`src/rtl/core/slcr_pkg.sv`:
```
package slcr_pkg;

    // Request kinds carried in the input tuser bit.
    localparam logic REQ_LOAD   = 1'b0;
    localparam logic REQ_RENDER = 1'b1;

    // Scroll modes.
    localparam logic MODE_ENTRY = 1'b0;
    localparam logic MODE_EXIT  = 1'b1;

    // Input tdata layout, lowest bit first.
    localparam int IN_ADDR_LSB = 0;
    localparam int IN_DATA_LSB = 9;
    localparam int IN_MODE_BIT = 17;
    localparam int IN_OFFS_LSB = 18;
    localparam int IN_SCOL_LSB = 26;

    // Command queue between the front and the back.
    localparam int QDEPTH  = 4;
    localparam int QPTR_W  = 2;
    localparam int QCNT_W  = 3;

    // Last LED of a 16-LED column.
    localparam logic [3:0] LAST_LED = 4'd15;

    // Configuration register indexes.
    typedef enum logic [1:0] {
        REG_FG_COLOR,
        REG_BG_COLOR,
        REG_GRADIENT_ON,
        REG_MATERIAL_COLUMNS
    } cfg_reg_t;

    // Current configuration as seen by the front and the back.
    typedef struct packed {
        logic [23:0] fg_color;
        logic [23:0] bg_color;
        logic        gradient_on;
        logic [8:0]  material_columns;
    } cfg_t;

    // One classified render command.
    typedef struct packed {
        logic        err;
        logic [3:0]  scol;
        logic [15:0] word;
    } cmd_t;

endpackage

```
`src/rtl/core/slcr_queue.sv`:
```
module slcr_queue (
    input  logic           clk,
    input  logic           rst_n,
    input  logic           push,
    input  slcr_pkg::cmd_t push_cmd,
    input  logic           pop,
    output slcr_pkg::cmd_t head_cmd,
    output logic [2:0]     count
);
    import slcr_pkg::*;

    cmd_t              entry_reg [QDEPTH];
    logic [QPTR_W-1:0] wr_ptr_reg;
    logic [QPTR_W-1:0] wr_ptr_next;
    logic [QPTR_W-1:0] rd_ptr_reg;
    logic [QPTR_W-1:0] rd_ptr_next;
    logic [QCNT_W-1:0] count_reg;
    logic [QCNT_W-1:0] count_next;

    // Pointer and fill count update.
    always_comb
    begin
        wr_ptr_next = push ? wr_ptr_reg + 1'b1 : wr_ptr_reg;
        rd_ptr_next = pop ? rd_ptr_reg + 1'b1 : rd_ptr_reg;
        count_next  = count_reg + QCNT_W'(push) - QCNT_W'(pop);
    end

    always_ff @(posedge clk or negedge rst_n)
    begin
        if (!rst_n)
        begin
            wr_ptr_reg <= '0;
            rd_ptr_reg <= '0;
            count_reg  <= '0;
        end
        else
        begin
            wr_ptr_reg <= wr_ptr_next;
            rd_ptr_reg <= rd_ptr_next;
            count_reg  <= count_next;
        end
    end

    // Entry storage.
    always_ff @(posedge clk)
    begin
        if (push)
        begin
            entry_reg[wr_ptr_reg] <= push_cmd;
        end
    end

    assign head_cmd = entry_reg[rd_ptr_reg];
    assign count    = count_reg;

    // A word is never written into a full queue unless one is taken in the same cycle.
    assert property (@(posedge clk) disable iff (!rst_n)
        push |-> (count_reg != QCNT_W'(QDEPTH)) || pop)
        else $error("command queue overflow");

    // A word is never taken from an empty queue.
    assert property (@(posedge clk) disable iff (!rst_n)
        pop |-> (count_reg != '0))
        else $error("command queue underflow");

endmodule

```
`config.mk`:
```
export PLATFORM = sky130hd
export DESIGN_NAME = slcr_queue
export DESIGN_NICKNAME = d
export VERILOG_FILES = /design/src/rtl/core/slcr_pkg.sv /design/src/rtl/core/slcr_queue.sv
export SDC_FILE = /design/constraint.sdc
export NUM_CORES = 1
export LEC_CHECK = 0
export BUFFER_PORTS_ARGS = -buffer_cell sky130_fd_sc_hd__buf_2
export CORE_ASPECT_RATIO = 1.1
export CORE_MARGIN = 2
export CORE_UTILIZATION = 45
export CTS_BUF_LIST = sky130_fd_sc_hd__clkbuf_2 sky130_fd_sc_hd__clkbuf_4 sky130_fd_sc_hd__clkbuf_8
export DETAILED_ROUTE_END_ITERATION = 6
export GPL_TIMING_DRIVEN = 0
export MAX_ROUTING_LAYER = met4
export PLACE_DENSITY = 0.74
export SLEW_MARGIN = 20
export SYNTH_ARGS = -nofsm -noshare
export SYNTH_HDL_FRONTEND = slang
export SYNTH_SLANG_ARGS = --single-unit
```
`constraint.sdc`:
```
create_clock -name clk -period 2.23 [get_ports clk]
set_clock_uncertainty 0.1 [all_clocks]
set_input_delay 0.1115 -clock clk [delete_from_list [all_inputs] [get_ports clk]]
set_output_delay 0.1115 -clock clk [all_outputs]
set_load 0.01 [all_outputs]
```
Word level (Yosys, flattened, before mapping)
Memory sizes are Yosys's and may differ from the RTL's.
Cells that the tools add are included.
{"block": "totals", "out_inout_bits": 24, "memories": 1, "wordCells": 10, "ram_bits": 84, "reg_bits": 7}
{"block": "op_classes", "n_addsub": 4, "muxes": 2}
{"name": "entry_reg", "depth": 4, "width": 21, "read_ports": 1, "rd_ports_with_merged_regs": 0, "write_ports": 1, "line_no": "slcr_queue.sv:12", "source": "cmd_t entry_reg [QDEPTH];"}
{"operator": "$add A2 B1 Y2 const B", "count": 2}
{"operator": "$add A3 B1 Y3", "count": 1}
{"operator": "$sub A3 B1 Y3", "count": 1}
{"operator": "$mux W1", "count": 2}

Depth between registers and ports, before layout
{"block": "logic_depth", "word_depth": 2, "depth_mapped": 7, "depth_no_buf": 7}

Worst setup path after synthesis
No wires, ideal clock.
{"block": "synth_path", "kind": "flip-flop to flip-flop", "start": "register count_reg[0] (netlist: count[0])", "end": "register count_reg[2] (netlist: count[2])", "synth_period_minus_slack_ns": 1.741, "path_buffers": 0, "path_slack_ns": 0.489, "required_time_ns": 2.050, "arrival_ns": 1.561, "setup_ns": 0.080, "path_stages_with_launch": 8, "cell_sequence": "dfrtp_1 -> inv_1 -> ha_1 -> inv_1 -> ha_1 -> fa_1 -> xnor2_1 -> xnor2_1"}
{"block": "synth_via", "elab_chain_len": 2}
{"element": "start, declared", "line_no": "slcr_queue.sv:17", "source": "logic [QCNT_W-1:0] count_reg;"}
{"element": "start signal, assigned", "line_no": "slcr_queue.sv:40", "source": "count_reg <= count_next;"}
{"element": "$add A3 B1 Y3", "line_no": "slcr_queue.sv:25", "source": "count_next = count_reg + QCNT_W'(push) - QCNT_W'(pop);"}
{"element": "$sub A3 B1 Y3", "line_no": "slcr_queue.sv:25"}
{"element": "named net count_next[2]", "line_no": "slcr_queue.sv:18", "source": "logic [QCNT_W-1:0] count_next;"}
The timed path passes the listed nets, and every way through them passes these cells.
A chain may end at the register's enable or synchronous reset.

Worst setup path in the final report
{"block": "layout_path", "start": "register wr_ptr_reg[0]", "end": "memory entry_reg[3][9] (netlist name), enable pin"}
{"element": "start, declared", "line_no": "slcr_queue.sv:13", "source": "logic [QPTR_W-1:0] wr_ptr_reg;"}
{"element": "start signal, assigned", "line_no": "slcr_queue.sv:38", "source": "wr_ptr_reg <= wr_ptr_next;"}
{"element": "end, declared", "line_no": "slcr_queue.sv:12"}
No word-level cell before the write port.

==> qor.yml <==
die:
  rows: 33
  initial_core_util: 0.4631
  core_area_mm2: 0.007432
  fp.dieArea_mm2: 0.008365
  fp.dieW_um: 87.39
  pin_count: 49
  die_h_um: 95.73
flow_run:
  max_cap_violations: 0
setup_path:
  endpoint_kind: "flip-flop"
  reg2reg_from: "wr_ptr_reg[0]"
  critPathLaunchType: "flip-flop"
  crit_type: "flip-flop to flip-flop"
  r2r_cells: 2
  r2r_setup_slack_ns: 0.35
  r2r-end: "entry_reg[3][9]"
  crit_slowest_cell: "and2_1"
  cp.required_ns: 2.11
  cp_data_arrival_time_ns: 1.76
  slowest_delay_ns: 0.83
  path_cells: "ha_1 > and2_1"
  cp_max_fo: 21
yosys:
  synth.cell_area_mm2: 0.003442
  avgSynthCellArea_um2: 24.24
  syn_inst: 142
  synth-seq-cells: 91
  yosysWarnings: 0
  synthDistinctLibCells: 15
  syn_nets: 174
  ys_seq_area_frac: 0.7837
place:
  dp_hpwl_um: 3446
  place.gp.congestion: 0.6447
  dpl_cell_area_mm2: 0.003791
  port_buffers: 48
power_and_ir_drop:
  ir_drop_uv: 639.7
  total_leakage_power_nw: 1.556
  powerDensity_mw_per_mm2: 1241
  p_total_mw: 5.302
global_route:
  grt_max_degree: 22
  grt_pass1_wl_um: 8652
  overflow: 0
  grt_usage: 0.1500
  grt_antenna_before_repair: 0
  grt_pass1_vias: 1705
detailed_routing:
  vias: 1622
  postRouteAntennaNets: 0
  drt_iter0_drc: 103
  drtPass1Iterations: 4
  drc: 0
  finalWirelength_um: 5671
  vias_per_cell: 5.117
  wire_per_inst_um: 17.89
layout:
  antenna_cells: 0
  fin_util: 0.5751
  num-fill-cells: 567
  multi_input_comb_area_um2: 664.4
  seq_area_mm2: 0.002698
  syn_to_final_growth_pct: 24.17
  drive_gt1_frac: 0.3870
  final_nets: 257
  design_area_mm2: 0.004274
  largest_reg_flops: 84
cts:
  holdBufCountCts: 24
  numCtsBuffers: 9
  cts_tree: "built"
  clkSinkCount: 91
  cts_root_buf: "clkbuf_8"
  cts.path.max_buffers: 2
  clk_latency_ns: 0.35
  postCtsResizedCells: 0
  postCtsSetupRepairBufs: 0
  h-tree-depth: 3
  clk_pin_slew_worst_paths_ns: 0.08
timing:
  period_minus_slack_ns: 1.884
  slew-limit-headroom: 0.2864
  fmax_mhz: 530.7
  rsz0062_at_grt: "false"
  hold_viol_final: 0
  tightest_slew_ns: 1.070
  setup_tns_ns: 0
  min_period_over_period: 0.8450
  setup_viol: 0
  drv_slew: 0
status:
  status: "finished, final reports clean"
worst_hold_path:
  min_path_type: "primary input to asynchronous set/reset pin"
==> area by class of cell <==
| type | instances | area share |
|---|---|---|
| plain buffers | 5 | 0.01434 |
| clock buffers | 9 | 0.02898 |
| clock inverters | 7 | 0.02693 |
| inverters | 6 | 0.005269 |
| multi-input cells | 40 | 0.1554 |
| flip-flops and latches | 91 | 0.6311 |
| well taps | 87 | 0.02547 |
| repair buffers | 72 | 0.1124 |
==> Yosys cell counts <==
master | count | area [um^2]
edfxtp_1 | 84 | 2522
mux4_2 | 18 | 405.4
dfrtp_1 | 7 | 175.2
ha_1 | 6 | 75.07
inv_1 | 6 | 22.52
and2_1 | 4 | 25.02
mux4_1 | 3 | 78.83
xnor2_1 | 3 | 26.28
buf_12 | 2 | 40.04
buf_2 | 2 | 10.01
nand2_1 | 2 | 7.510
xor2_1 | 2 | 17.52
buf_6 | 1 | 11.26
fa_1 | 1 | 20.02
o21ai_0 | 1 | 5.000
==> worst max-delay path: cells and delay by family (launching register included) <==
kind / cells / cell delay, ns
flip-flops: 1 / 0.42
adder cells (fa/ha/maj): 1 / 0.16
AND/OR/NAND/NOR: 1 / 0.83
==> how the worst max path moves through the flow <==
| stage | from | slack (ns) | end |
|---|---|---|---|
| floorplan | count[0] | 0.49 | count[2] |
| global placement | wr_ptr_reg[0] | 0.20 | entry_reg[0][5] |
| detailed placement | wr_ptr_reg[0] | 0.19 | entry_reg[0][5] |
| CTS | wr_ptr_reg[0] | 0.18 | entry_reg[0][3] |
| global route | wr_ptr_reg[0] | 0.24 | entry_reg[3][3] |
| finish | wr_ptr_reg[0] | 0.35 | entry_reg[3][9] |
==> report_power, final <==
part,leakage (nW),internal [mW],switching (mW)
Clock,0.117,0.742,0.568
Sequential,0.854,2.25,0.103
Combinational,0.585,0.814,0.821
Total,1.56,3.81,1.49
==> cell usage in the layout (no fill, tap or decap) <==
master	count
nand2_1	2
buf_6	1
buf_2	50
clkinvlp_4	1
dlygate4sd3_1	24
clkinv_1	1
clkinv_2	1
and2_2	3
buf_12	2
xor2_1	2
dfrtp_1	7
ha_1	6
inv_1	6
and2_1	1
o21ai_0	1
xnor2_1	3
bufinv_16	3
mux4_1	3
fa_1	1
edfxtp_1	84
inv_6	1
clkbuf_8	9
mux4_2	18
==> stage by stage <==
stage                     hold slack (ns)  cells  setup WS, ns
after floorplan                   -0.2841    142        0.4894
after global placement            -0.1424    277        0.1955
after detailed placement          -0.1366    277        0.1910
after CTS                         0.01488    317        0.1794
after global routing              0.03026    317        0.2359
final                             0.02515    317        0.3457
==> metal layers <==
layer | track usage | wire length (um)
met5 | - | 0
met4 | 0.06538 | 69
met3 | 0.03516 | 223
met2 | 0.2443 | 2859
met1 | 0.1805 | 2519
==> kinds of logic after synthesis <==
family / synth area share
mux: 0.1407
compound gates: 0.001453
buf+inv: 0.02435
flops: 0.7837
xor+xnor: 0.01272
simple gates: 0.009451
fa+ha+maj: 0.02763
Power figures use the tool's default switching activity.
