===== config.mk =====
export PLATFORM = sky130hd
export DESIGN_NAME = slcr_back
export DESIGN_NICKNAME = d
export VERILOG_FILES = /design/src/rtl/core/slcr_pkg.sv /design/src/rtl/core/slcr_back.sv
export SDC_FILE = /design/constraint.sdc
export NUM_CORES = 1
export LEC_CHECK = 0
export BUFFER_PORTS_ARGS = -buffer_cell sky130_fd_sc_hd__buf_2
export CORE_UTILIZATION = 43
export CTS_BUF_LIST = sky130_fd_sc_hd__clkbuf_8
export DETAILED_ROUTE_END_ITERATION = 10
export PLACE_DENSITY = 0.73
export SKIP_LAST_GASP = 1
export SLEW_MARGIN = 30
export SYNTH_ARGS = -nofsm -noshare
export SYNTH_HDL_FRONTEND = slang
export SYNTH_SLANG_ARGS = --single-unit
export TNS_END_PERCENT = 30

===== constraint.sdc =====
create_clock -name clk -period 2.7 [get_ports clk]
set_clock_uncertainty 0.1 [all_clocks]
set_input_delay 0 -clock clk [delete_from_list [all_inputs] [get_ports clk]]
set_output_delay 0 -clock clk [all_outputs]
set_load 0.005 [all_outputs]

===== src/rtl/core/slcr_pkg.sv =====
package slcr_pkg;

    // Request kinds carried in the input tuser bit.
    localparam logic REQ_LOAD   = 1'b0;
    localparam logic REQ_RENDER = 1'b1;

    // Scroll modes.
    localparam logic MODE_ENTRY = 1'b0;
    localparam logic MODE_EXIT  = 1'b1;

    // Input tdata layout, lowest bit first.
    localparam int IN_ADDR_LSB = 0;
    localparam int IN_DATA_LSB = 9;
    localparam int IN_MODE_BIT = 17;
    localparam int IN_OFFS_LSB = 18;
    localparam int IN_SCOL_LSB = 26;

    // Command queue between the front and the back.
    localparam int QDEPTH  = 4;
    localparam int QPTR_W  = 2;
    localparam int QCNT_W  = 3;

    // Last LED of a 16-LED column.
    localparam logic [3:0] LAST_LED = 4'd15;

    // Configuration register indexes.
    typedef enum logic [1:0] {
        REG_FG_COLOR,
        REG_BG_COLOR,
        REG_GRADIENT_ON,
        REG_MATERIAL_COLUMNS
    } cfg_reg_t;

    // Current configuration as seen by the front and the back.
    typedef struct packed {
        logic [23:0] fg_color;
        logic [23:0] bg_color;
        logic        gradient_on;
        logic [8:0]  material_columns;
    } cfg_t;

    // One classified render command.
    typedef struct packed {
        logic        err;
        logic [3:0]  scol;
        logic [15:0] word;
    } cmd_t;

endpackage


===== src/rtl/core/slcr_back.sv =====
module slcr_back #(
    parameter int SCREEN_COLUMNS = 16
) (
    input  logic           clk,
    input  logic           rst_n,
    input  slcr_pkg::cfg_t cfg,
    input  slcr_pkg::cmd_t head_cmd,
    input  logic [2:0]     q_count,
    output logic           q_pop,
    output logic           out_valid,
    input  logic           out_ready,
    output logic [39:0]    out_data,
    output logic [1:0]     out_user,
    output logic           out_last
);
    import slcr_pkg::*;

    logic [7:0]  wheel_lut [256];
    logic        head_valid;
    logic        out_load;
    logic [3:0]  pos;
    logic        lit;
    logic [7:0]  led;

    logic [3:0]  k_reg;
    logic [3:0]  k_next;
    logic        valid_reg;
    logic        valid_next;
    logic [7:0]  led_next;
    logic [23:0] color_next;
    logic [7:0]  wheel_next;
    logic        use_wheel_next;
    logic        err_next;
    logic        last_next;
    logic [7:0]  led_reg;
    logic [23:0] color_reg;
    logic [7:0]  wheel_reg;
    logic        use_wheel_reg;
    logic        err_reg;
    logic        last_reg;

    // Colour-wheel position for each chain index.
    for (genvar g = 0; g < 256; g++)
    begin : g_wheel
        assign wheel_lut[g] = 8'((g * 16) / SCREEN_COLUMNS);
    end

    // One LED result per cycle while a command waits and the output register can take it.
    assign head_valid = (q_count != 3'd0);
    assign out_load   = head_valid && (!valid_reg || out_ready);
    assign q_pop      = out_load && (head_cmd.err || (k_reg == LAST_LED));

    // Odd columns run reversed through the bitmap word.
    assign pos = head_cmd.scol[0] ? ~k_reg : k_reg;
    assign lit = head_cmd.word[pos];
    assign led = {head_cmd.scol, k_reg};

    // Result for the current LED.
    always_comb
    begin
        led_next       = led;
        color_next     = cfg.bg_color;
        wheel_next     = 8'h00;
        use_wheel_next = 1'b0;
        err_next       = 1'b0;
        last_next      = (k_reg == LAST_LED);
        if (head_cmd.err)
        begin
            led_next   = 8'h00;
            color_next = 24'h000000;
            err_next   = 1'b1;
            last_next  = 1'b1;
        end
        else if (lit && cfg.gradient_on)
        begin
            color_next     = 24'h000000;
            wheel_next     = wheel_lut[led];
            use_wheel_next = 1'b1;
        end
        else if (lit)
        begin
            color_next = cfg.fg_color;
        end
    end

    // LED counter and output valid.
    always_comb
    begin
        k_next     = k_reg;
        valid_next = valid_reg;
        if (out_load)
        begin
            k_next     = q_pop ? 4'd0 : k_reg + 4'd1;
            valid_next = 1'b1;
        end
        else if (out_ready)
        begin
            valid_next = 1'b0;
        end
    end

    always_ff @(posedge clk or negedge rst_n)
    begin
        if (!rst_n)
        begin
            k_reg     <= 4'd0;
            valid_reg <= 1'b0;
        end
        else
        begin
            k_reg     <= k_next;
            valid_reg <= valid_next;
        end
    end

    always_ff @(posedge clk)
    begin
        if (out_load)
        begin
            led_reg       <= led_next;
            color_reg     <= color_next;
            wheel_reg     <= wheel_next;
            use_wheel_reg <= use_wheel_next;
            err_reg       <= err_next;
            last_reg      <= last_next;
        end
    end

    assign out_valid = valid_reg;
    assign out_data  = {wheel_reg, color_reg, led_reg};
    assign out_user  = {err_reg, use_wheel_reg};
    assign out_last  = last_reg;

    // An error result always closes its item.
    assert property (@(posedge clk) disable iff (!rst_n)
        (valid_reg && err_reg) |-> last_reg)
        else $error("error result without last");

    // A wheel result carries no RGB colour.
    assert property (@(posedge clk) disable iff (!rst_n)
        (valid_reg && use_wheel_reg) |-> (color_reg == 24'h000000) && !err_reg)
        else $error("wheel result with colour or error");

endmodule


## Yosys cells after proc, flatten, opt, wreduce, memory -nomap -nowiden

Memory sizes are Yosys's and may differ from the RTL's. A register that Yosys moved wholly into a read port is not among the register bits.
Index checks and enable logic that the tools add are counted.

- Flip-flop bits (word level): 40
- Memory bits (read-only): 2048
- Input bits: 85
- Output and inout bits: 45
- Logic and storage cells: 33
- Memories: 1

Memory list:

| memory | depth | bits a word | read ports | clocked after Yosys merged registers in | write ports | RTL line | RTL |
|---|---|---|---|---|---|---|---|
| (name not given) | 256 | 8 | 1 | 1 | 0 | slcr_back.sv:77 | `wheel_next = wheel_lut[led];` |

- Add/sub/neg operators: 1
- Order comparisons: 1
- Equal/unequal tests: 1
- Mux-type cells: 9
- Bitwise operators: 3
- Reductions and logical operators: 10

Operator list:

| cell | number |
|---|---|
| 24-bit 2-to-1 mux | 1 |
| 8-bit NOT with 9-bit output | 1 |
| 4-bit 2-to-1 mux | 2 |
| 4-bit by 5-bit < comparator with 1-bit output, second input constant | 1 |
| 1-bit 2-to-1 mux | 5 |
| 4-bit by 1-bit adder with 4-bit output, second input constant | 1 |
| 1-bit binary-select mux with 4-bit select | 1 |
| 4-bit == test, second input constant | 1 |
| 4-bit NOT | 1 |
| 2-bit OR reduction | 2 |
| 1-bit logical AND | 3 |
| 3-bit nonzero test | 1 |
| 1-bit logical OR | 2 |
| 2-bit nonzero test | 1 |
| 1-bit zero test | 1 |
| 1-bit NOT | 1 |

## Logic depth before layout (Yosys ltp)

- Word-level depth: 7
- Mapped depth: 8
- Depth with buffers taken out: 5

## Worst setup path before layout

No wires, ideal clock.

- Path type: reg2reg
- Start: reg valid_reg, in the netlist out_valid
- End: reg k_reg[2]
- Setup time: 123 ps
- Arrival time: 1942 ps
- Data required time: 2477 ps
- Setup slack: 535 ps
- Stages on the path, launching flop included: 5
- Path buffers: 0
- Period minus slack after synthesis: 2165 ps
- Cells stage by stage: dfrtp_1 -> a21o_1 -> inv_1 -> o21ai_0 -> a32o_1

- Cells in the longest elaborated chain, start to end: 5

Ends and longest elaborated chain:

| item | RTL line | RTL |
|---|---|---|
| start: declaration | slcr_back.sv:27 | `logic valid_reg;` |
| start signal: assignment | slcr_back.sv:112 | `valid_reg <= valid_next;` |
| 1-bit zero test * | slcr_back.sv:50 | `assign out_load = head_valid && (!valid_reg \|\| out_ready);` |
| 1-bit logical OR * | slcr_back.sv:50 |  |
| 1-bit logical AND * | slcr_back.sv:50 |  |
| named net out_load | slcr_back.sv:20 | `logic out_load;` |
| 1-bit logical AND | slcr_back.sv:51 | `assign q_pop = out_load && (head_cmd.err \|\| (k_reg == LAST_LED));` |
| 4-bit 2-to-1 mux | slcr_back.sv:93 | `k_next = q_pop ? 4'd0 : k_reg + 4'd1;` |
| end signal: assignment | slcr_back.sv:111 | `k_reg <= k_next;` |
| end: declaration | slcr_back.sv:25 | `logic [3:0] k_reg;` |

The timed path passes the listed nets; every way through them passes the cells marked *.
A chain may end at the register's enable or synchronous reset.

## Worst setup path after layout

- Start: reg k_reg[1]
- End: reg color_reg[14], data pin

- Cells in the longest elaborated chain, start to end: 6
- Elaborated cells on any way between the ends: 7
- Classes of those cells: mux: 4; bitwise: 1; reduce/logical: 2

Ends and longest elaborated chain:

| item | RTL line | RTL |
|---|---|---|
| 4-bit NOT | slcr_back.sv:54 | `assign pos = head_cmd.scol[0] ? ~k_reg : k_reg;` |
| 4-bit 2-to-1 mux * | slcr_back.sv:54 |  |
| 1-bit binary-select mux with 4-bit select * | slcr_back.sv:55 | `assign lit = head_cmd.word[pos];` |
| 1-bit 2-to-1 mux (not written as such) * | slcr_back.sv:55 |  |
| 1-bit logical AND | slcr_back.sv:74 | `else if (lit && cfg.gradient_on)` |
| 2-bit OR reduction (no line) | - |  |
| end signal: assignment | slcr_back.sv:121 | `color_reg <= color_next;` |
| end: declaration | slcr_back.sv:36 | `logic [23:0] color_reg;` |

Mark *: on every way between the ends. The rest lies on a longest branch, timed or not. The select of a mux whose other input is x is not followed.

==> impl_metrics.tcl <==
set metrics [dict create \
    numCtsBuffers 5 \
    ctsLongestPathBuffers 2 \
    crit_type "reg2reg" \
    critPathLaunchType "flop" \
    wl_per_cell_um 14.2 \
    routed_wl_um 6270 \
    htree_levels 2 \
    die_x_um 81.4 \
    ctsResizeCount 0 \
    fmax_mhz 409 \
    hpwlAfterDp_um 4110 \
    drc_errors 0 \
    crit_required_ns 2.75 \
    synth_largest_area_cell "edfxtp_1" \
    yosysMostFrequentCell "edfxtp_1" \
    cts.sinks 48 \
    tightest_slew_ns 0.790 \
    drt_first_iter_violations 79 \
    avgSynthCellArea_um2 12.3 \
    clk_latency_ns 0.30 \
    largest_register_ffs 24 \
    yosys_warnings 0 \
    fillerInstances 482 \
    p_leak_nw 1.70 \
    fin_crit_sh_pct 90.6 \
    synth_commonest_cells "edfxtp_1, mux2i_1, nand2b_1" \
    r2r_slack_ns 0.25 \
    core_um2 5990 \
    fin_util_pct 62.9 \
    slew_headroom_pct 47.3 \
    vias_per_cell 5.06 \
    rsz0062_at_grt "false" \
    setup_tns_ns 0 \
    syn-cell-area_um2 2710 \
    die_y_um 81.4 \
    max_cap_violations 0 \
    synth_top_area_share_pct 47.6 \
    critical_path_arrival_ns 2.49 \
    ios 130 \
    worst_setup_path_end_kind "flop" \
    grt_pass1_vias 2211 \
    seq_area_frac_synth_pct 52.3 \
    holdPathEnd "color_reg[13]" \
    design_power_total_w 0.00198 \
    slew_viol_final 0 \
    core.rowCount 28 \
    synth_edf_count 43 \
    hp-start "cfg[47]" \
    r2r_end "color_reg[14]" \
    rr_startpoint "k_reg[1]" \
    antenna_cells 0 \
    grt-ovfl-total 0 \
    period_minus_slack_ns 2.45 \
    r2r_cells 8 \
    grt_util_all_layers_pct 20.3 \
    cts_root_buffer "clkbuf_8" \
    gp_congestion 0.742 \
    synth_flop_cell "edfxtp_1" \
    antenna_left 0 \
    grt_max_degree 60 \
    start_util_pct 45.2 \
    nNetsFinal 452 \
    final_hold_viol_count 0 \
    drt_pass1_iterations 4 \
    hold_depth 3 \
    synth-async-reset-ratio_pct 10.4 \
    status "finished clean" \
    grt_pass1_wl_um 10000 \
    p_per_area_nw_per_um2 526 \
    antenna_found_initial 0 \
    ys_seq_elements 48 \
    cts_tree "done" \
    drive_above_1_share_pct 43.4 \
    cp_max_fo 20 \
    die-area_um2 6620 \
    ir_drop_mv 0.238 \
    syn2layout_area_growth_pct 39.0 \
    synth_nets 307 \
    syn_inst 221 \
    clkTransAtPathRegs_ns 0.09 \
    num_vias 2230 \
    setup_viol 0 \
    synth_area_leaders "edfxtp_1, mux2i_1, or3b_2" \
    io_buffers 120 \
    ys_types 34 \
    hp-class "in2reg" \
]
==> what timing repair did <==
action,in CTS,in global routing
hold buffers,35,0
setup buffers,0,0
hold endpoints to repair,33,0
==> metal layers <==
| layer | up-vias | track usage (%) | share of wire, % |
|---|---|---|---|
| li1 | 1095 | - | - |
| met1 | 1026 | 22.9 | 40 |
| met2 | 88 | 35.6 | 51 |
| met3 | 21 | 4.83 | 5.5 |
| met4 | 0 | 9.82 | 3.5 |
| met5 | - | 0 | 0 |
==> stage by stage <==
step	cell area [um^2]	setup WS (ns)	instances	hold WS, ns
3_5_place_dp	3330	0.220	399	-0.274
5_1_grt	3770	0.0587	441	0.0710
2_1_floorplan	2710	0.535	221	-0.396
4_1_cts	3770	0.199	441	0.0653
3_3_place_gp	3330	0.333	399	-0.275
6_report	3770	0.255	441	0.0684
==> how the worst max path moves through the flow <==
stage / from / endpoint / slack [ns] / cells past startpoint
finish: k_reg[1] / color_reg[14] / 0.25 / 8
global placement: k_reg[1] / color_reg[1] / 0.33 / 8
floorplan: out_valid / k_reg[2] / 0.53 / 4
CTS: k_reg[1] / color_reg[14] / 0.20 / 8
global route: k_reg[1] / color_reg[15] / 0.06 / 8
detailed placement: k_reg[1] / color_reg[14] / 0.22 / 8
==> power by group <==
| group | internal (W) | switching [W] |
|---|---|---|
| clock | 0.000176 | 0.000238 |
| sequential | 0.000915 | 0.0000479 |
| combinational | 0.000327 | 0.000277 |
==> cells in the final DEF (no fill, tap or decap), drive strengths merged, types with 5 or more instances in the layout <==
| cell | netlist | layout |
|---|---|---|
| nor3b | 7 | 7 |
| dlygate4sd3 | 0 | 35 |
| nor3 | 6 | 6 |
| nand3 | 5 | 5 |
| and3b | 8 | 8 |
| nand2 | 7 | 7 |
| clkbuf | 11 | 5 |
| dfrtp | 5 | 5 |
| nor2 | 5 | 5 |
| or3b | 21 | 21 |
| edfxtp | 43 | 43 |
| nor2b | 9 | 9 |
| nand2b | 26 | 26 |
| buf | 10 | 124 |
| mux2i | 32 | 32 |
==> logic make-up (layout without fill, tap and decap cells) <==
family                     Yosys count  in the layout  synth area share [%]
adders and majority gates            1              1                 0.462
and+or+nand+nor                     97             97                  24.1
muxes                               35             35                  13.9
buffers and inverters               24            169                  5.08
DFF                                 48             48                  52.3
AOI/OAI and AO/OA                   16             16                  4.25
==> cell type report <==
class                      count  area (um^2)  area share (%)
multi-input combinational    149         1160            30.7
tap                           75         93.8            2.49
inverter                       3         11.3           0.299
clock inverter                 2         12.5           0.332
clock buffer                   5         68.8            1.83
timing repair buffer         159         1010            26.7
sequential                    48         1420            37.6
==> worst max-delay path, cell delays in order (launching register included) <==
cell,delay [ns]
dfrtp_1,0.46
buf_4,0.22
buf_4,0.18
mux2i_1,0.19
a22oi_1,0.11
nand3_1,0.09
and4_2,0.45
buf_12,0.23
mux2i_1,0.23
(Power assumes the default switching activity.)
