$ cat config.mk
export PLATFORM = sky130hd
export DESIGN_NAME = slcr_front
export DESIGN_NICKNAME = d
export VERILOG_FILES = /design/src/rtl/core/slcr_pkg.sv /design/src/rtl/core/slcr_ram.sv /design/src/rtl/core/slcr_front.sv
export SDC_FILE = /design/constraint.sdc
export NUM_CORES = 2
export LEC_CHECK = 0
export CORE_MARGIN = 2
export CORE_UTILIZATION = 25
export DETAILED_ROUTE_END_ITERATION = 8
export DONT_BUFFER_PORTS = 1
export REMOVE_ABC_BUFFERS = 1
export SETUP_SLACK_MARGIN = 0.05
export SYNTH_ARGS = -nofsm -noshare
export SYNTH_HDL_FRONTEND = slang
export SYNTH_SLANG_ARGS = --single-unit
$ cat constraint.sdc
create_clock -name clk -period 2.4 [get_ports clk]
set_input_delay 0.12 -clock clk [delete_from_list [all_inputs] [get_ports clk]]
set_output_delay 0.12 -clock clk [all_outputs]
set_load 0.005 [all_outputs]
$ cat src/rtl/core/slcr_pkg.sv
package slcr_pkg;

    // Request kinds carried in the input tuser bit.
    localparam logic REQ_LOAD   = 1'b0;
    localparam logic REQ_RENDER = 1'b1;

    // Scroll modes.
    localparam logic MODE_ENTRY = 1'b0;
    localparam logic MODE_EXIT  = 1'b1;

    // Input tdata layout, lowest bit first.
    localparam int IN_ADDR_LSB = 0;
    localparam int IN_DATA_LSB = 9;
    localparam int IN_MODE_BIT = 17;
    localparam int IN_OFFS_LSB = 18;
    localparam int IN_SCOL_LSB = 26;

    // Command queue between the front and the back.
    localparam int QDEPTH  = 4;
    localparam int QPTR_W  = 2;
    localparam int QCNT_W  = 3;

    // Last LED of a 16-LED column.
    localparam logic [3:0] LAST_LED = 4'd15;

    // Configuration register indexes.
    typedef enum logic [1:0] {
        REG_FG_COLOR,
        REG_BG_COLOR,
        REG_GRADIENT_ON,
        REG_MATERIAL_COLUMNS
    } cfg_reg_t;

    // Current configuration as seen by the front and the back.
    typedef struct packed {
        logic [23:0] fg_color;
        logic [23:0] bg_color;
        logic        gradient_on;
        logic [8:0]  material_columns;
    } cfg_t;

    // One classified render command.
    typedef struct packed {
        logic        err;
        logic [3:0]  scol;
        logic [15:0] word;
    } cmd_t;

endpackage

$ cat src/rtl/core/slcr_ram.sv
module slcr_ram #(
    parameter int WIDTH = 8,
    parameter int DEPTH = 256
) (
    input  logic                     clk,
    input  logic                     we,
    input  logic [$clog2(DEPTH)-1:0] waddr,
    input  logic [WIDTH-1:0]         wdata,
    input  logic                     re,
    input  logic [$clog2(DEPTH)-1:0] raddr,
    output logic [WIDTH-1:0]         rdata
);

    logic [WIDTH-1:0] mem_reg [DEPTH];
    logic [WIDTH-1:0] rdata_reg;

    // One write port and one registered read port.
    always_ff @(posedge clk)
    begin
        if (we)
        begin
            mem_reg[waddr] <= wdata;
        end
        if (re)
        begin
            rdata_reg <= mem_reg[raddr];
        end
    end

    assign rdata = rdata_reg;

endmodule

$ cat src/rtl/core/slcr_front.sv
module slcr_front #(
    parameter int SCREEN_COLUMNS = 16,
    parameter int MAX_COLUMNS    = 256
) (
    input  logic                  clk,
    input  logic                  rst_n,
    input  logic                  in_valid,
    output logic                  in_ready,
    input  logic [31:0]           in_data,
    input  logic                  in_kind,
    input  slcr_pkg::cfg_t        cfg,
    input  logic [2:0]            q_count,
    output logic                  q_push,
    output slcr_pkg::cmd_t        q_cmd
);
    import slcr_pkg::*;

    localparam int CW  = $clog2(MAX_COLUMNS);
    localparam int MCW = $clog2(MAX_COLUMNS + 1);

    logic [8:0]     addr;
    logic [7:0]     data;
    logic           mode;
    logic [7:0]     offs;
    logic [3:0]     scol;
    logic           accept;
    logic           load_ok;
    logic [MCW-1:0] mlim;
    logic [7:0]     diff;
    logic [8:0]     bcol;
    logic           has_col;
    logic           err;
    logic [7:0]     even_byte;
    logic [7:0]     odd_byte;

    logic           s1_valid_reg;
    logic           s1_valid_next;
    logic           s1_err_reg;
    logic           s1_has_reg;
    logic [3:0]     s1_scol_reg;

    // Field extraction from the input word.
    assign addr = in_data[IN_ADDR_LSB +: 9];
    assign data = in_data[IN_DATA_LSB +: 8];
    assign mode = in_data[IN_MODE_BIT];
    assign offs = in_data[IN_OFFS_LSB +: 8];
    assign scol = in_data[IN_SCOL_LSB +: 4];

    // Room is kept for the command still waiting on the store read.
    assign in_ready = ({1'b0, q_count} + {3'b000, s1_valid_reg}) < 4'(QDEPTH);
    assign accept   = in_valid && in_ready;

    // Loads beyond the store are dropped.
    assign load_ok = accept && (in_kind == REQ_LOAD) && (32'(addr[8:1]) < MAX_COLUMNS);

    // Classification of a render request.
    always_comb
    begin
        mlim = (32'(cfg.material_columns) > MAX_COLUMNS) ? MCW'(MAX_COLUMNS)
                                                         : MCW'(cfg.material_columns);
        diff = {4'b0000, scol} - offs;
        err  = (32'(scol) >= SCREEN_COLUMNS)
            || ((mode == MODE_ENTRY) && (32'(offs) > SCREEN_COLUMNS - 1))
            || ((mode == MODE_EXIT) && (32'(offs) > 32'(mlim)));
        if (mode == MODE_EXIT)
        begin
            bcol    = {1'b0, offs} + {5'b00000, scol};
            has_col = 32'(bcol) < 32'(mlim);
        end
        else
        begin
            bcol    = {1'b0, diff};
            has_col = ({4'b0000, scol} >= offs) && (32'(diff) < 32'(mlim));
        end
    end

    // Even and odd bytes of each column live in separate stores.
    slcr_ram #(
        .WIDTH (8),
        .DEPTH (MAX_COLUMNS)
    ) u_even_ram (
        .clk   (clk),
        .we    (load_ok && !addr[0]),
        .waddr (CW'(addr[8:1])),
        .wdata (data),
        .re    (accept && (in_kind == REQ_RENDER)),
        .raddr (CW'(bcol)),
        .rdata (even_byte)
    );

    slcr_ram #(
        .WIDTH (8),
        .DEPTH (MAX_COLUMNS)
    ) u_odd_ram (
        .clk   (clk),
        .we    (load_ok && addr[0]),
        .waddr (CW'(addr[8:1])),
        .wdata (data),
        .re    (accept && (in_kind == REQ_RENDER)),
        .raddr (CW'(bcol)),
        .rdata (odd_byte)
    );

    // Render commands wait in a register for the store data.
    assign s1_valid_next = accept && (in_kind == REQ_RENDER);

    always_ff @(posedge clk or negedge rst_n)
    begin
        if (!rst_n)
        begin
            s1_valid_reg <= 1'b0;
        end
        else
        begin
            s1_valid_reg <= s1_valid_next;
        end
    end

    always_ff @(posedge clk)
    begin
        if (s1_valid_next)
        begin
            s1_err_reg  <= err;
            s1_has_reg  <= has_col;
            s1_scol_reg <= scol;
        end
    end

    // Command into the queue; a missing column shows as an empty word.
    assign q_push     = s1_valid_reg;
    assign q_cmd.err  = s1_err_reg;
    assign q_cmd.scol = s1_scol_reg;
    assign q_cmd.word = s1_has_reg ? {odd_byte, even_byte} : 16'h0000;

endmodule

### Yosys cells after proc, flatten, opt, wreduce, memory -nomap -nowiden

Memory sizes are Yosys's and may differ from the RTL's. A register that Yosys moved wholly into a read port is not among the register bits.
Cells that the tools add are included.

* output and inout bits: 23
* input port bits: 97
* register bits after elaboration: 7
* word-level logic and storage cells: 36
* bits in writable memories: 4096
* memories: 2

* bitwise operators: 2
* $lt $le $gt $ge: 7
* add/sub/neg operators: 3
* mux-type cells: 8
* reductions and logical operators: 10

Memories
* u_even_ram.mem_reg: words 256, bits a word 8, read ports 1, clocked after Yosys merged registers in 1, wr ports 1, RTL line slcr_ram.sv:14 `logic [WIDTH-1:0] mem_reg [DEPTH];`
* u_odd_ram.mem_reg: words 256, bits a word 8, read ports 1, clocked after Yosys merged registers in 1, wr ports 1, RTL line slcr_ram.sv:14

Operators with widths (count)
* $mux 16: 1
* $add 8x4->9: 1
* $gt 8x9->1: 1
* $gt 9x9->1 const B: 1
* $lt 8x9->1: 1
* $lt 9x9->1: 1
* $mux 9: 1
* $ge 4x8->1: 1
* $gt 8x4->1 const B: 1
* $logic_and 1x1->1: 8
* $mux 8: 1
* $sub 4x8->8: 1
* $mux 1: 5
* $add 3x1->4: 1
* $lt 4x3->1 const B: 1
* $not 1->1: 2
* $logic_not 1->1: 1
* $logic_or 1x1->1: 1

### Depth between registers and ports, before layout

* depth in word-level cells: 7
* gate-level depth with buffers: 16
* gate-level depth less buffers: 14

### Hierarchy

A second synthesis with hierarchy kept.

* cells, all modules: 7650
* area total of the unflattened synthesis: 160808.0 um2

Modules (own cells, without submodules)
* slcr_ram: cells each 3733, instances 2, area an instance 79636.4 um2
* slcr_front: cells each 184, instances 1, area an instance 1535.2 um2

### Worst setup path before layout

No wires, ideal clock.

* path type: input-to-reg
* from: input in_data[18]
* to: register u_even_ram.rdata_reg[2] (netlist: u_even_ram.rdata[2]), read port of u_even_ram.mem_reg (data pin)
* data required time: 2144 ps
* setup slack: -630 ps
* library setup time: 256 ps
* cell stages on the path: 12
* arrival time: 2774 ps
* path buffers: 4
* cell sequence: ha_1 inv_1 fa_1 mux2i_2 buf_2 buf_4 buf_2 clkbuf_1 mux4_2 a31oi_1 a31oi_1 and4_1

* word-level cells in the longest chain between the ends: 2
* elaborated cells between the ends (all ways): 3
* those cells by class: add/sub: 2; mux: 1

Ends and longest elaborated chain
* from (decl): RTL line slcr_front.sv:9 `input logic [31:0] in_data,`
* $sub 4x8->8 / $add 8x4->9 (equally long branches): RTL line slcr_front.sv:61, slcr_front.sv:67
* $mux 8 *: RTL line slcr_front.sv:65 `if (mode == MODE_EXIT)`
* to (decl): RTL line slcr_ram.sv:15 `logic [WIDTH-1:0] rdata_reg;`

Mark *: on every way between the ends. The rest lies on a longest branch, timed or not.
A chain may end at the register's enable or synchronous reset.

### Worst setup path in the final report

* from: input in_data[19]
* to: register u_odd_ram.rdata_reg[0] (netlist: u_odd_ram.rdata[0]), read port of u_odd_ram.mem_reg (data pin)

* word-level cells in the longest chain between the ends: 2
* elaborated cells between the ends (all ways): 3
* those cells by class: add/sub: 2; mux: 1

Ends and longest elaborated chain (RTL line)
* $sub 4x8->8 / $add 8x4->9 (equally long branches): slcr_front.sv:61, slcr_front.sv:67
* $mux 8 *: slcr_front.sv:65
* to (decl): slcr_ram.sv:15

Marked as above.

==> results.py <==
metrics = {
    "status": {
        "status": "complete, but fails checks",
        "failed_checks": "negative setup slack",
    },
    "worst_setup_path": {
        "crit_fanout": 8,
        "critPathLaunchType": "input port",
        "r2r-end": "u_odd_ram.rdata[7]",
        "crit_path_frequent_cell": "buf_6",
        "slowest_stage": "a221o_2",
        "cp-startpoint": "in_data[19]",
        "ff2ff_setup_slack_ns": -0.08,
        "r2r_cells": 7,
        "end_kind": "flop",
        "timing.rr.start": "u_odd_ram.mem_reg[82][7]",
        "cp.required_ns": 3.19,
        "crit_buf_inv": 8,
        "critPathKind": "input port to flop",
        "crit_chain": "clkinvlp_4, fa_2, nor3_4, o31ai_2, a221o_2, buf_6, xor2_4, buf_6, buf_6, nand4_1, buf_12, buf_6, buf_6, a21oi_1, nor4_2, buf_4, and4_1",
        "path_delay_family": "buffers and inverters",
        "arrival_ns": 3.30,
        "crit_path_max_incr_delay_ns": 0.45,
    },
    "yosys": {
        "yosys_warnings": 0,
        "synth-edff-count": 4118,
        "synth_area_um2": 161000,
        "synth_xor_area_frac": 0.000651,
        "ys_types": 70,
        "syn_avg_cell_area_um2": 20.0,
        "synthFlopType": "edfxtp_1",
        "synth_mux_area_frac": 0.148,
        "syn_inst": 8088,
        "yosys.area.top_type_share": 0.766,
        "async_reset_ff_frac": 0.000243,
        "synth_fa_ha_area_frac": 0.00265,
        "yosys.area_share.simple": 0.0514,
        "synth_compound_area_frac": 0.0157,
        "synth_seq_area_share": 0.766,
        "synth_top_cell_by_area": "edfxtp_1",
        "ys_seq_elements": 4119,
        "synth_top_family_by_area": "multiplexers",
        "synth_area_leaders": "edfxtp_1 (77%), mux4_2 (15%), nand2_1 (2.0%)",
    },
    "sta": {
        "fin_crit_ns": 2.51,
        "slew_violations": 0,
        "slew-limit-headroom": 0.00841,
        "setup_violations": 36,
        "tightest_slew_ns": 1.49,
        "rsz0062_at_grt": "yes",
        "fin_ws_ns": -0.106,
        "fin_crit_sh": 1.04,
        "finalHoldViolations": 0,
        "tns_ns": -1.19,
        "skew_ns": 0.0886,
        "max_freq_mhz": 399,
    },
    "floorplan": {
        "die_h_um": 807,
        "die_area_um2": 652000,
        "rows": 295,
        "core_um2": 644000,
        "ioPinCount": 120,
        "die_w_um": 807,
        "start_util": 0.251,
    },
    "global_routing": {
        "grt_max_degree": 513,
        "grt_util_all_layers": 0.135,
        "antenna_found_initial": 30,
        "grt_pass1_vias": 86300,
        "grt_pass1_wl_um": 647000,
        "grt_overflow_total": 0,
    },
    "power": {
        "power.density_nw_per_um2": 818,
        "leakagePower_nw": 65.8,
        "ir_worst_vdd_mv": 0.655,
    },
    "clocking": {
        "cts.clk_slew.worst_paths_ns": 0.07,
        "cts.sinks": 4119,
        "cts_tree": "yes",
        "clk_path_buf_depth": 4,
        "cts_made_buffers": 405,
        "cts.htree.levels": 5,
        "clk-insertion-delay-late_ns": 1.03,
        "cts_root_buffer": "clkbuf_16",
    },
    "finish": {
        "finish.utilization": 0.316,
        "area_growth_pct": 26.0,
        "final_cells": 18700,
        "drive_gt1_frac": 0.368,
        "fillers": 61400,
        "fin_nets": 9853,
        "stdcell_area_um2": 203000,
    },
    "placement": {
        "gp_congestion": 0.814,
        "placedCellCount": 17700,
        "pre_cts_ws_ns": -1.65,
        "hpwl_um": 266000,
        "io_buffers": 0,
        "dpl-instance-area_um2": 183000,
    },
    "detailed_routing": {
        "ant_nets": 0,
        "via_count": 87000,
        "vias_per_cell": 4.65,
        "dr.pass1.iters": 5,
        "drc_errors": 0,
        "wl_per_cell_um": 24.8,
        "drt_iter0_markers": 10700,
        "routed_wl_um": 463000,
    },
    "hold_path": {
        "hold_path_class": "input port to flop",
        "min_to": "s1_has_reg",
        "hold_depth": 6,
        "min_from": "in_data[29]",
    },
    "flow_run": {
        "maxCapViolations": 0,
    },
}
-- how the worst max path moves through the flow --
stage | endpoint | slack, ns | cells past startpoint
CTS | u_odd_ram.rdata[7] | -0.15 | 7
detailed placement | u_odd_ram.rdata[5] | -1.65 | 17
global placement | u_even_ram.rdata[7] | -1.67 | 11
global route | u_odd_ram.rdata[0] | -0.14 | 18
floorplan | u_even_ram.rdata[1] | -38.95 | 8
finish | u_odd_ram.rdata[0] | -0.11 | 17
-- cell usage in the layout (no fill, tap or decap), types with 13 or more instances in the layout --
master,instances
nand2_2,13
dlygate4sd3_1,42
bufbuf_16,13
buf_12,181
diode_2,28
nor2_2,33
a31oi_2,22
clkbuf_16,419
edfxtp_1,4118
clkinv_2,79
mux2i_1,33
a21oi_1,65
a31oi_1,43
nand3_1,300
ha_1,26
buf_8,15
buf_16,56
a32o_1,14
buf_6,146
and3_1,77
bufinv_16,46
clkinv_1,92
nor2_1,458
nand3_2,24
clkbuf_1,64
nor2_4,56
a21oi_4,13
mux4_2,1044
nand4_1,21
and2_2,15
buf_4,1263
clkinvlp_4,23
nand2_1,847
inv_1,15
a21oi_2,37
-- metrics by stage --
| step | hold slack [ns] | power [mW] |
|---|---|---|
| after global routing | 0.0711 | 171 |
| after floorplan | -0.176 | 91.5 |
| final | 0.0328 | 166 |
| after CTS | -0.563 | 165 |
| after detailed placement | -0.176 | 99.3 |
| after global placement | -0.176 | 99.3 |
-- layout make-up --
type,count,area (um2),share of cell area
Antenna cell,28,70.1,0.000345
Clock buffer,475,10500,0.0518
Clock inverter,271,2800,0.0138
Inverter,19,87.6,0.000431
Multi-Input combinational cell,3452,37800,0.186
Sequential cell,4119,124000,0.608
Tap cell,8613,10800,0.0530
Timing Repair Buffer,1726,17600,0.0865
-- worst reg2reg max path, delay by kind of cell (launching register included) --
kind | cells | cell delay [ns]
AO/OA/AOI/OAI | 1 | 0.12
buffers and inverters | 1 | 0.19
flip-flops | 1 | 0.38
multiplexers | 3 | 1.24
AND/OR/NAND/NOR | 2 | 0.35
-- power by group --
group / internal (mW) / total, mW / switching (mW) / leakage (nW)
clock: 36.5 / 64.3 / 27.9 / 6.47
combinational: 10.1 / 22.8 / 12.7 / 22.3
sequential: 79.2 / 79.3 / 0.0255 / 37.0
-- repair_timing --
item                       in CTS  in global routing
gates resized for setup       327                421
setup buffers                  88                 53
hold buffers                   35                 17
cloned                         25                  8
hold endpoints to repair     6024               1181
setup endpoints to repair      38               1287
pin swaps                      54                113
-- synthesized netlist by cell type, types with 12 or more instances --
cell,n
a211oi_1,25
a21oi_1,114
a31oi_1,76
a32o_1,18
a32oi_1,18
and2_1,20
and3_1,85
and4_1,12
buf_1,21
buf_2,251
buf_4,26
clkbuf_1,195
edfxtp_1,4118
ha_1,31
inv_1,18
mux2i_1,39
mux4_2,1044
nand2_1,866
nand3_1,327
nand4_1,21
nor2_1,545
nor2b_1,13
nor4_1,18
o21a_1,18
o21ai_0,23
-- per-layer routing --
| metal | GRT usage | vias up | wire [um] |
|---|---|---|---|
| li1 | - | 36200 | - |
| met4 | 0.0408 | 4 | 15800 |
| met5 | 0 | - | 21 |
| met3 | 0.0225 | 662 | 39400 |
| met2 | 0.221 | 3981 | 222000 |
| met1 | 0.183 | 46200 | 186000 |
-- cell families (layout without fill, tap and decap cells) --
logic type / count (synthesis) / in the layout
fa+ha+maj: 33 / 33
buf+inv: 517 / 2491
xor+xnor: 12 / 12
flops: 4119 / 4119
other cells: 0 / 28
compound gates: 374 / 374
mux: 1086 / 1086
simple gates: 1947 / 1947
Note: power is estimated with default switching activity, not from simulation.
